--- src/ipd_pkg.sv ---
package ipd_pkg;

  localparam int NUM_CFG = 8;
  localparam int CFG_W = 16;
  localparam int CFG_IDX_W = 3;
  localparam int BYTE_W = 8;
  localparam int NUM_BYTES = 4;

  typedef enum logic [1:0] {
    REQ_DATA    = 2'd0,
    REQ_LEADER  = 2'd1,
    REQ_TIMEOUT = 2'd2
  } req_type_t;

  localparam logic [CFG_IDX_W-1:0] CFG_LEADER_MIN = 3'd0;
  localparam logic [CFG_IDX_W-1:0] CFG_LEADER_MAX = 3'd1;
  localparam logic [CFG_IDX_W-1:0] CFG_SPACE_MIN  = 3'd2;
  localparam logic [CFG_IDX_W-1:0] CFG_SPACE_MAX  = 3'd3;
  localparam logic [CFG_IDX_W-1:0] CFG_ZERO_MIN   = 3'd4;
  localparam logic [CFG_IDX_W-1:0] CFG_ZERO_MAX   = 3'd5;
  localparam logic [CFG_IDX_W-1:0] CFG_ONE_MIN    = 3'd6;
  localparam logic [CFG_IDX_W-1:0] CFG_ONE_MAX    = 3'd7;

  typedef logic [NUM_CFG-1:0][CFG_W-1:0] cfg_regs_t;

  localparam cfg_regs_t CFG_RESET = {
    16'd2300, 16'd2200, 16'd1400, 16'd1100,
    16'd4600, 16'd4400, 16'd9050, 16'd8950
  };

  // window hits for one interval
  typedef struct packed {
    logic leader;
    logic space;
    logic zero;
    logic one;
  } win_hits_t;

  localparam logic [BYTE_W-1:0] MASK_NIB  = 8'hF0;
  localparam logic [BYTE_W-1:0] MASK_PAIR = 8'hCC;
  localparam logic [BYTE_W-1:0] MASK_ODD  = 8'hAA;

  function automatic logic [BYTE_W-1:0] reverse8(input logic [BYTE_W-1:0] v);
    logic [BYTE_W-1:0] x;
    x = ((v & MASK_NIB) >> 4) | ((v & ~MASK_NIB) << 4);
    x = ((x & MASK_PAIR) >> 2) | ((x & ~MASK_PAIR) << 2);
    x = ((x & MASK_ODD) >> 1) | ((x & ~MASK_ODD) << 1);
    return x;
  endfunction

endpackage

--- src/ir_pulse_distance_decoder_unit.sv ---
// Pulse-distance IR frame decoder.
//
// Request channel (req_valid/req_stall) carries edge events: req_type selects
// data edge, leader edge or frame timeout, interval_ticks is the time since
// the previous edge. Only a timeout produces a transaction on the result
// channel (rsp_valid/rsp_stall): the four received bytes, bit-reversed, and
// the leader burst and leader space flags.
//
// One event is accepted per cycle while req_stall is low. An event is registered on
// acceptance and evaluated against the frame state when it fires; a timeout also
// loads the result register, which holds the result until it is taken.
// A stalled result blocks the request side only when the next registered
// event is itself a timeout; other events keep flowing.
//
// Window registers are written through cfg_valid/cfg_ready/cfg_index/cfg_data,
// always ready, and should change only while the decoder is idle.
// Reset (rst, synchronous) restores the default windows, clears the frame
// state, re-arms the leader and empties both pipeline registers.
module ir_pulse_distance_decoder_unit import ipd_pkg::*; #(
  parameter int TICK_WIDTH = 16
) (
  input  logic                  clk,
  input  logic                  rst,
  input  logic                  req_valid,
  output logic                  req_stall,
  input  logic [1:0]            req_type,
  input  logic [TICK_WIDTH-1:0] interval_ticks,
  output logic                  rsp_valid,
  input  logic                  rsp_stall,
  output logic [BYTE_W-1:0]     address,
  output logic [BYTE_W-1:0]     address_cpl,
  output logic [BYTE_W-1:0]     command,
  output logic [BYTE_W-1:0]     command_cpl,
  output logic                  leader_ok,
  output logic                  space_ok,
  input  logic                  cfg_valid,
  output logic                  cfg_ready,
  input  logic [CFG_IDX_W-1:0]  cfg_index,
  input  logic [CFG_W-1:0]      cfg_data
);

  cfg_regs_t cfg;

  logic                  ev_valid;
  logic [1:0]            ev_type;
  logic [TICK_WIDTH-1:0] ev_ticks;
  logic                  ev_fire;
  logic                  ev_timeout;

  logic [1:0] edge_count, edge_count_next;
  logic [5:0] bit_index, bit_index_next;
  logic       leader_armed, leader_armed_next;
  logic       leader_seen, leader_seen_next;
  logic       space_seen, space_seen_next;
  logic [NUM_BYTES-1:0][BYTE_W-1:0] frame_bytes, frame_bytes_next;

  logic [1:0] edge_bumped;
  logic [1:0] byte_sel;
  win_hits_t  hits;

  assign cfg_ready = 1'b1;

  always_ff @(posedge clk) begin
    if (rst) begin
      cfg <= CFG_RESET;
    end else if (cfg_valid && cfg_ready) begin
      cfg[cfg_index] <= cfg_data;
    end
  end

  ipd_classify #(.TICK_WIDTH(TICK_WIDTH)) u_classify (
    .ticks (ev_ticks),
    .cfg   (cfg),
    .hits  (hits)
  );

  assign ev_timeout = (ev_type == REQ_TIMEOUT);
  // only a timeout needs the result register
  assign ev_fire   = ev_valid && !(ev_timeout && rsp_valid && rsp_stall);
  assign req_stall = ev_valid && !ev_fire;

  always_ff @(posedge clk) begin
    if (rst) begin
      ev_valid <= 1'b0;
    end else if (req_valid && !req_stall) begin
      ev_valid <= 1'b1;
    end else if (ev_fire) begin
      ev_valid <= 1'b0;
    end
  end

  always_ff @(posedge clk) begin
    if (req_valid && !req_stall) begin
      ev_type  <= req_type;
      ev_ticks <= interval_ticks;
    end
  end

  assign edge_bumped = (edge_count == 2'd3) ? edge_count : edge_count + 2'd1;
  assign byte_sel    = bit_index[4:3];

  always_comb begin
    edge_count_next   = edge_count;
    bit_index_next    = bit_index;
    leader_armed_next = leader_armed;
    leader_seen_next  = leader_seen;
    space_seen_next   = space_seen;
    frame_bytes_next  = frame_bytes;
    if (ev_fire) begin
      case (ev_type)
        REQ_LEADER: begin
          if (leader_armed) begin
            edge_count_next   = edge_bumped;
            leader_armed_next = 1'b0;
            if (hits.leader) leader_seen_next = 1'b1;
          end
        end
        REQ_DATA: begin
          // first edge only starts timing
          if (edge_count != 2'd0) begin
            edge_count_next = edge_bumped;
            if (edge_bumped == 2'd2 && hits.space) space_seen_next = 1'b1;
            if (leader_seen && space_seen && edge_bumped == 2'd3 && !bit_index[5]) begin
              if (hits.zero) begin
                frame_bytes_next[byte_sel] = {frame_bytes[byte_sel][BYTE_W-2:0], 1'b0};
              end else if (hits.one) begin
                frame_bytes_next[byte_sel] = {frame_bytes[byte_sel][BYTE_W-2:0], 1'b1};
              end
              bit_index_next = bit_index + 6'd1;
            end
          end
        end
        REQ_TIMEOUT: begin
          edge_count_next   = '0;
          bit_index_next    = '0;
          leader_armed_next = 1'b1;
          leader_seen_next  = 1'b0;
          space_seen_next   = 1'b0;
          frame_bytes_next  = '0;
        end
        default: begin
        end
      endcase
    end
  end

  always_ff @(posedge clk) begin
    if (rst) begin
      edge_count   <= '0;
      bit_index    <= '0;
      leader_armed <= 1'b1;
      leader_seen  <= 1'b0;
      space_seen   <= 1'b0;
      frame_bytes  <= '0;
    end else begin
      edge_count   <= edge_count_next;
      bit_index    <= bit_index_next;
      leader_armed <= leader_armed_next;
      leader_seen  <= leader_seen_next;
      space_seen   <= space_seen_next;
      frame_bytes  <= frame_bytes_next;
    end
  end

  always_ff @(posedge clk) begin
    if (rst) begin
      rsp_valid <= 1'b0;
    end else if (ev_fire && ev_timeout) begin
      rsp_valid <= 1'b1;
    end else if (!rsp_stall) begin
      rsp_valid <= 1'b0;
    end
  end

  always_ff @(posedge clk) begin
    if (ev_fire && ev_timeout) begin
      address     <= reverse8(frame_bytes[0]);
      address_cpl <= reverse8(frame_bytes[1]);
      command     <= reverse8(frame_bytes[2]);
      command_cpl <= reverse8(frame_bytes[3]);
      leader_ok   <= leader_seen;
      space_ok    <= space_seen;
    end
  end

endmodule

--- src/ipd_classify.sv ---
module ipd_classify import ipd_pkg::*; #(
  parameter int TICK_WIDTH = 16
) (
  input  logic [TICK_WIDTH-1:0] ticks,
  input  cfg_regs_t             cfg,
  output win_hits_t             hits
);

  localparam int CMP_W = (TICK_WIDTH > CFG_W) ? TICK_WIDTH : CFG_W;

  logic [CMP_W-1:0] t_ext;
  logic [NUM_CFG-1:0][CMP_W-1:0] bound;

  assign t_ext = CMP_W'(ticks);

  always_comb begin
    for (int i = 0; i < NUM_CFG; i++) begin
      bound[i] = CMP_W'(cfg[i]);
    end
  end

  // all windows are open at both ends
  assign hits.leader = (t_ext > bound[CFG_LEADER_MIN]) && (t_ext < bound[CFG_LEADER_MAX]);
  assign hits.space  = (t_ext > bound[CFG_SPACE_MIN])  && (t_ext < bound[CFG_SPACE_MAX]);
  assign hits.zero   = (t_ext > bound[CFG_ZERO_MIN])   && (t_ext < bound[CFG_ZERO_MAX]);
  assign hits.one    = (t_ext > bound[CFG_ONE_MIN])    && (t_ext < bound[CFG_ONE_MAX]);

endmodule

--- config.mk ---
export PLATFORM = sky130hd
export DESIGN_NAME = ir_pulse_distance_decoder_unit
export DESIGN_NICKNAME = d
export VERILOG_FILES = /design/src/ipd_pkg.sv /design/src/ir_pulse_distance_decoder_unit.sv /design/src/ipd_classify.sv
export SDC_FILE = /design/constraint.sdc
export NUM_CORES = 1
export LEC_CHECK = 0
export ABC_AREA = 1
export BUFFER_PORTS_ARGS = -buffer_cell sky130_fd_sc_hd__buf_2
export CAP_MARGIN = 20
export CORE_ASPECT_RATIO = 0.9
export CORE_UTILIZATION = 43
export CTS_CLUSTER_SIZE = 30
export DETAILED_ROUTE_END_ITERATION = 8
export GPL_TIMING_DRIVEN = 0
export HOLD_SLACK_MARGIN = 0.12
export PLACE_DENSITY_LB_ADDON = 0.15
export SLEW_MARGIN = 20
export SYNTH_ARGS = -nofsm -noshare
export SYNTH_HDL_FRONTEND = slang
export SYNTH_SLANG_ARGS = --single-unit
--- constraint.sdc ---
create_clock -name clk -period 2.1 [get_ports clk]
set_input_delay 0.105 -clock clk [delete_from_list [all_inputs] [get_ports clk]]
set_output_delay 0.105 -clock clk [all_outputs]
set_load 0.03 [all_outputs]
==> metrics.yaml, run 1 <==
status: "finished, violations left"
violations: "setup timing"
yosysTopAreaCell: "dfxtp_1"
start_util_pct: 44.2
cts_made_buffers: 26
syn_area_per_cell_sq_um: 8.43
async_reset_ff_share_pct: 0
grt_max_degree: 19
drive_gt1_share_pct: 16.5
yosysMostFrequentCell: "nand2_1"
placed_cell_area_sq_mm: 0.0120
dp_hpwl_um: 20900
hold_start: "cfg_valid"
finClkSkew_ns: 0.0133
critical_path_required_ns: 2.49
grt_pass1_wl_um: 48300
root_buffer: "clkbuf_16"
synth_common_cells: "nand2_1, inv_1, a21oi_1"
endpoint_kind: "flip-flop"
dieArea_sq_mm: 0.0267
ant_nets: 0
p_clk_share_pct: 45.9
timing.rr.start: "ev_ticks[5]"
reg2reg_to: "frame_bytes[7]"
max_freq_mhz: 448
hp-class: "input pin to flip-flop"
power.switching_w: 0.00264
ys_top_cells_by_area: "dfxtp_1, ha_1, edfxtp_1"
reg2reg_depth: 12
first_pass_iters: 5
synthDistinctLibCells: 38
start_kind: "flip-flop"
powerDensity_mw_per_mm2: 767
cts_sinks: 225
cp_max_fo: 7
final_util_pct: 55.8
syn2layout_area_growth_pct: 26.3
relSlewSlack_pct: 41.3
drt-initial-drc-count: 583
fin_ws_ns: -0.133
ys_warn_count: 0
coreArea_sq_mm: 0.0253
antenna_found_initial: 0
power.leakage_nw: 5.90
drv_cap: 0
n_antenna_cell: 0
seqPwrFrac_pct: 42.4
vias_per_cell: 5.12
die-height_um: 155
synth_edf_count: 52
slowest_delay_ns: 0.40
synth-seq-cells: 225
drc_errors: 0
design_area_sq_mm: 0.0141
clkSlewWorstSetupHoldPaths_ns: 0.06
io_buffer_count: 74
critPathTopFamily: "simple AND/OR/NAND/NOR gates"
grt_use_total_pct: 23.5
hold_end: "cfg[20]"
overflow: 0
syn-cell-area_sq_mm: 0.0112
syn_nets: 1497
p_int_w: 0.00819
setup_tns_ns: -2.66
period_share_pct: 106
rows: 55
cts_buffer_depth: 3
ios: 79
p_comb_share_pct: 11.8
reg2reg_slack_ns: -0.13
p_sw_share_pct: 24.4
finalSetupViolations: 32
crit_top_cell: "nor2_2"
synth-main-ff-cell: "dfxtp_1"
fin_crit_ns: 2.23
die_w_um: 172
wl_per_cell_um: 16.4
crit_slowest_cell: "edfxtp_1"
grt_pass1_vias: 8955
rsz0062_at_grt: "true"
cp_cell_sequence: "buf_6, ha_4, nand2_2, nor2_2, nand4_1, nor2_2, nor2_2, nand3_4, nand3_4, buf_6, nand4_1, a21oi_1"
hold_violations: 0
critPathBufInv: 2
worstMarginPinSlew_ns: 0.880
cts_htree_levels: 1
critPathArrivalTime_ns: 2.63
crit_type: "flip-flop to flip-flop"
maxSlewViolCount: 0
nets: 1680
cts_tree: "built"
clkLatencyLatePin_ns: 0.53
routed_wl_um: 30700
holdPathStages: 5
yosysSeqAreaShare_pct: 44.9
routabilityCongestion: 0.826
synth_top_cell_area_share_pct: 31.0
syn_inst: 1326
max-vdd-ir-drop_uv: 630
via_count: 9578
[power by group through the flow]
stage | combinational (W) | sequential, W | clock [W]
after global routing | 0.00142 | 0.00460 | 0.00527
after detailed placement | 0.000972 | 0.00474 | 0
after global placement | 0.000953 | 0.00474 | 0
final | 0.00127 | 0.00459 | 0.00497
after floorplan | 0.000646 | 0.00473 | 0
after CTS | 0.00120 | 0.00459 | 0.00507
[layout by cell type, fill, tap and decap left out, types with 7 or more instances in the layout]
| cell type | n |
|---|---|
| clkbuf_16 | 27 |
| clkinv_2 | 7 |
| buf_4 | 26 |
| buf_2 | 73 |
| dlygate4sd3_1 | 42 |
| nand3_4 | 7 |
| nand2_1 | 212 |
| o21ai_0 | 100 |
| nand2_2 | 15 |
| dfxtp_1 | 173 |
| o211ai_1 | 42 |
| ha_4 | 14 |
| edfxtp_1 | 52 |
| buf_6 | 18 |
| nand3_1 | 13 |
| o21ai_1 | 9 |
| inv_1 | 176 |
| clkbuf_1 | 38 |
| nor2_1 | 63 |
| nor2_2 | 16 |
| a21oi_1 | 171 |
| nand4_1 | 41 |
| ha_1 | 114 |
[logic make-up after synthesis]
family | synth area share, %
buffers and inverters | 8.48
other | 0.0335
adder cells (fa/ha/maj) | 14.4
AO/OA/AOI/OAI | 16.7
AND/OR/NAND/NOR | 15.4
flip-flops | 44.9
[worst max path at each step]
stage / slack (ns) / cells after the start / startpoint / endpoint
2_1_floorplan: 0.13 / 8 / ev_type[0] / rsp_valid
3_3_place_gp: -0.38 / 8 / ev_type[0] / rsp_valid
3_5_place_dp: -0.39 / 11 / ev_ticks[5] / frame_bytes[7]
4_1_cts: -0.15 / 11 / ev_ticks[15] / frame_bytes[22]
5_1_grt: -0.25 / 12 / ev_ticks[5] / frame_bytes[7]
6_report: -0.13 / 12 / ev_ticks[5] / frame_bytes[7]
[area by class of cell]
cell class / instances / area (sq um)
Sequential cell: 225 / 5020
Clock inverter: 15 / 229
Multi-Input combinational cell: 867 / 5600
Timing Repair Buffer: 154 / 1150
Inverter: 188 / 714
Fill cell: 2322 / 11200
Buffer: 46 / 251
Clock buffer: 33 / 718
Timing Repair inverter: 1 / 7.51
Tap cell: 342 / 428
[timing repair]
item / in CTS / in global routing
setup endpoints to repair: 88 / 75
setup buffers: 32 / 5
hold buffers: 42 / 0
endpoints found under the hold margin: 160 / 0
resized for setup: 38 / 54
pin swaps: 19 / 32
gates cloned: 3 / 0
[registers in the layout (all words and copies together) (netlist names)]
signal        cells
command_cpl       8
ev_type           2
bit_index         6
frame_bytes      32
edge_count        2
leader_armed      1
ev_valid          1
leader_ok         1
rsp_valid         1
cfg             128
address           8
address_cpl       8
command           8
space_ok          1
leader_seen       1
space_seen        1
ev_ticks         16
[routing by layer]
layer	up-vias	track usage (%)	wire length, um
met3	39	3.18	1730
li1	4875	-	-
met1	4439	35.6	15300
met5	-	0	0
met4	0	4.59	520
met2	225	35.5	13100
[stage by stage]
stage          instances  setup WS [ns]  total power, W  hold slack (ns)
2_1_floorplan       1326          0.129         0.00537            0.204
3_3_place_gp        1742         -0.383         0.00569            0.281
3_5_place_dp        1742         -0.390         0.00571            0.283
4_1_cts             1867         -0.146          0.0109            0.131
5_1_grt             1871         -0.252          0.0113            0.143
6_report            1871         -0.133          0.0108            0.144
[worst min-delay path, cell delays in order]
cell      delay [ns]
buf_2           0.10
nand2_1         0.15
nor2_2          0.13
nand2_1         0.07
o211ai_1        0.07
(Power assumes the default switching activity.)
==> run 2: changes to the inputs <==
SKIP_LAST_GASP = 1   (was not set)
==> metrics.yaml, run 2 (synthesis results as in run 1) <==
cts_tree: "built"
routabilityCongestion: 0.826
slowest_delay_ns: 0.40
grt_max_degree: 19
drt-initial-drc-count: 676
drive_gt1_share_pct: 16.5
ios: 79
crit_slowest_cell: "edfxtp_1"
reg.largest.list: "cfg: 128 flops, frame_bytes: 32 flops, ev_ticks: 16 flops"
maxSlewViolCount: 0
vias_per_cell: 5.14
cts_buffer_depth: 3
hold_ws_ns: 0.142
critical_path_required_ns: 2.56
first_pass_iters: 5
cts_htree_levels: 1
grt_pass1_vias: 8958
cts_made_buffers: 26
nets: 1680
fillers: 2329
clkSlewWorstSetupHoldPaths_ns: 0.06
design_area_sq_mm: 0.0141
fin_ws_ns: -0.139
critPathArrivalTime_ns: 2.70
dieArea_sq_mm: 0.0267
relSlewSlack_pct: 42.5
final_common_cell: "nand2_1"
syn2layout_area_growth_pct: 26.4
hold_violations: 0
dp_hpwl_um: 20900
power.leakage_nw: 5.91
drv_cap: 0
crit_type: "flip-flop to flip-flop"
wl_per_cell_um: 16.4
n_antenna_cell: 0
largest_reg_flops: 128
final_util_pct: 55.8
grt_pass1_wl_um: 48300
ant_nets: 0
cts_sinks: 225
placed_cell_area_sq_mm: 0.0120
die_w_um: 172
regMostFlops: "cfg"
final_cells: 1871
final_cell_mix: "nand2_1, inv_1, dfxtp_1, a21oi_1, ha_1"
overflow: 0
max_freq_mhz: 447
violations: "setup timing"
start_kind: "flip-flop"
finClkSkew_ns: 0.0127
preCtsSetupSlack_ns: -0.390
drc_errors: 0
via_count: 9619
die-height_um: 155
cp_cell_sequence: "buf_6, ha_1, a21oi_1, nor2_1, nor3_1, nand2_1, nand2_1, nand3_4, nand3_4, buf_6, nand4_1, a21oi_1"
worstMarginPinSlew_ns: 0.863
root_buffer: "clkbuf_16"
antenna_found_initial: 0
hp-class: "input pin to flip-flop"
period_share_pct: 107
clkLatencyLatePin_ns: 0.53
status: "finished, violations left"
cp_max_fo: 7
dp.cells: 1742
routed_wl_um: 30700
endpoint_kind: "flip-flop"
io_buffer_count: 74
max-vdd-ir-drop_uv: 630
fin_crit_ns: 2.24
coreArea_sq_mm: 0.0253
grt_use_total_pct: 23.5
finalSetupViolations: 32
rsz0062_at_grt: "true"
start_util_pct: 44.2
rows: 55
powerDensity_mw_per_mm2: 767
run 2: final timing paths:
kind	startpoint	endpoint	slack, ns	cells after the start
max	ev_ticks[5]	frame_bytes[7]	-0.14	12
min	cfg_valid	cfg[20]	0.14	5
max reg2reg	ev_ticks[5]	frame_bytes[7]	-0.14	12
min reg2reg	frame_bytes[15]	address_cpl[0]	0.44	0
run 2: worst max-delay path, delay by kind of cell (launching register included):
| family | cells | cell delay [ns] |
|---|---|---|
| buf+inv | 2 | 0.34 |
| flops | 1 | 0.40 |
| simple gates | 7 | 0.80 |
| compound gates | 2 | 0.30 |
| fa+ha+maj | 1 | 0.30 |
run 2: report_power, final:
group | switching [W] | internal [W] | leakage [nW]
clock network | 0.00182 | 0.00315 | 0.464
registers | 0.0000395 | 0.00455 | 1.87
logic | 0.000788 | 0.000491 | 3.58
run 2: what timing repair did:
item	in CTS	in global routing
setup endpoints to repair	88	75
pin swaps	18	34
hold buffers	42	0
gates resized for setup	36	59
buffers inserted	32	5
gates cloned	3	0
hold endpoints to repair	160	0
run 2: cell type report:
class	count	area [sq um]	area share [%]
flip-flops and latches	225	5020	35.6
multi-input cells	867	5600	39.7
repair buffers	154	1160	8.18
inverters	188	714	5.05
repair inverters	1	7.51	0.0531
plain buffers	46	251	1.78
clock buffers	33	718	5.08
clock inverters	15	229	1.62
well taps	342	428	3.03
run 2: per-layer routing:
layer	vias up	global-route usage [%]	part of all wire, %
met3	39	3.18	5.7
met2	241	35.5	43
met1	4462	35.6	50
li1	4877	-	-
met4	0	4.59	1.7
met5	-	0	0
run 2: metrics by stage:
| stage | total power (W) | TNS (ns) |
|---|---|---|
| after floorplan | 0.00537 | 0 |
| after global placement | 0.00569 | -21.48 |
| after detailed placement | 0.00571 | -25.28 |
| after CTS | 0.0109 | -3.77 |
| after global routing | 0.0113 | -6.49 |
| final | 0.0108 | -2.58 |
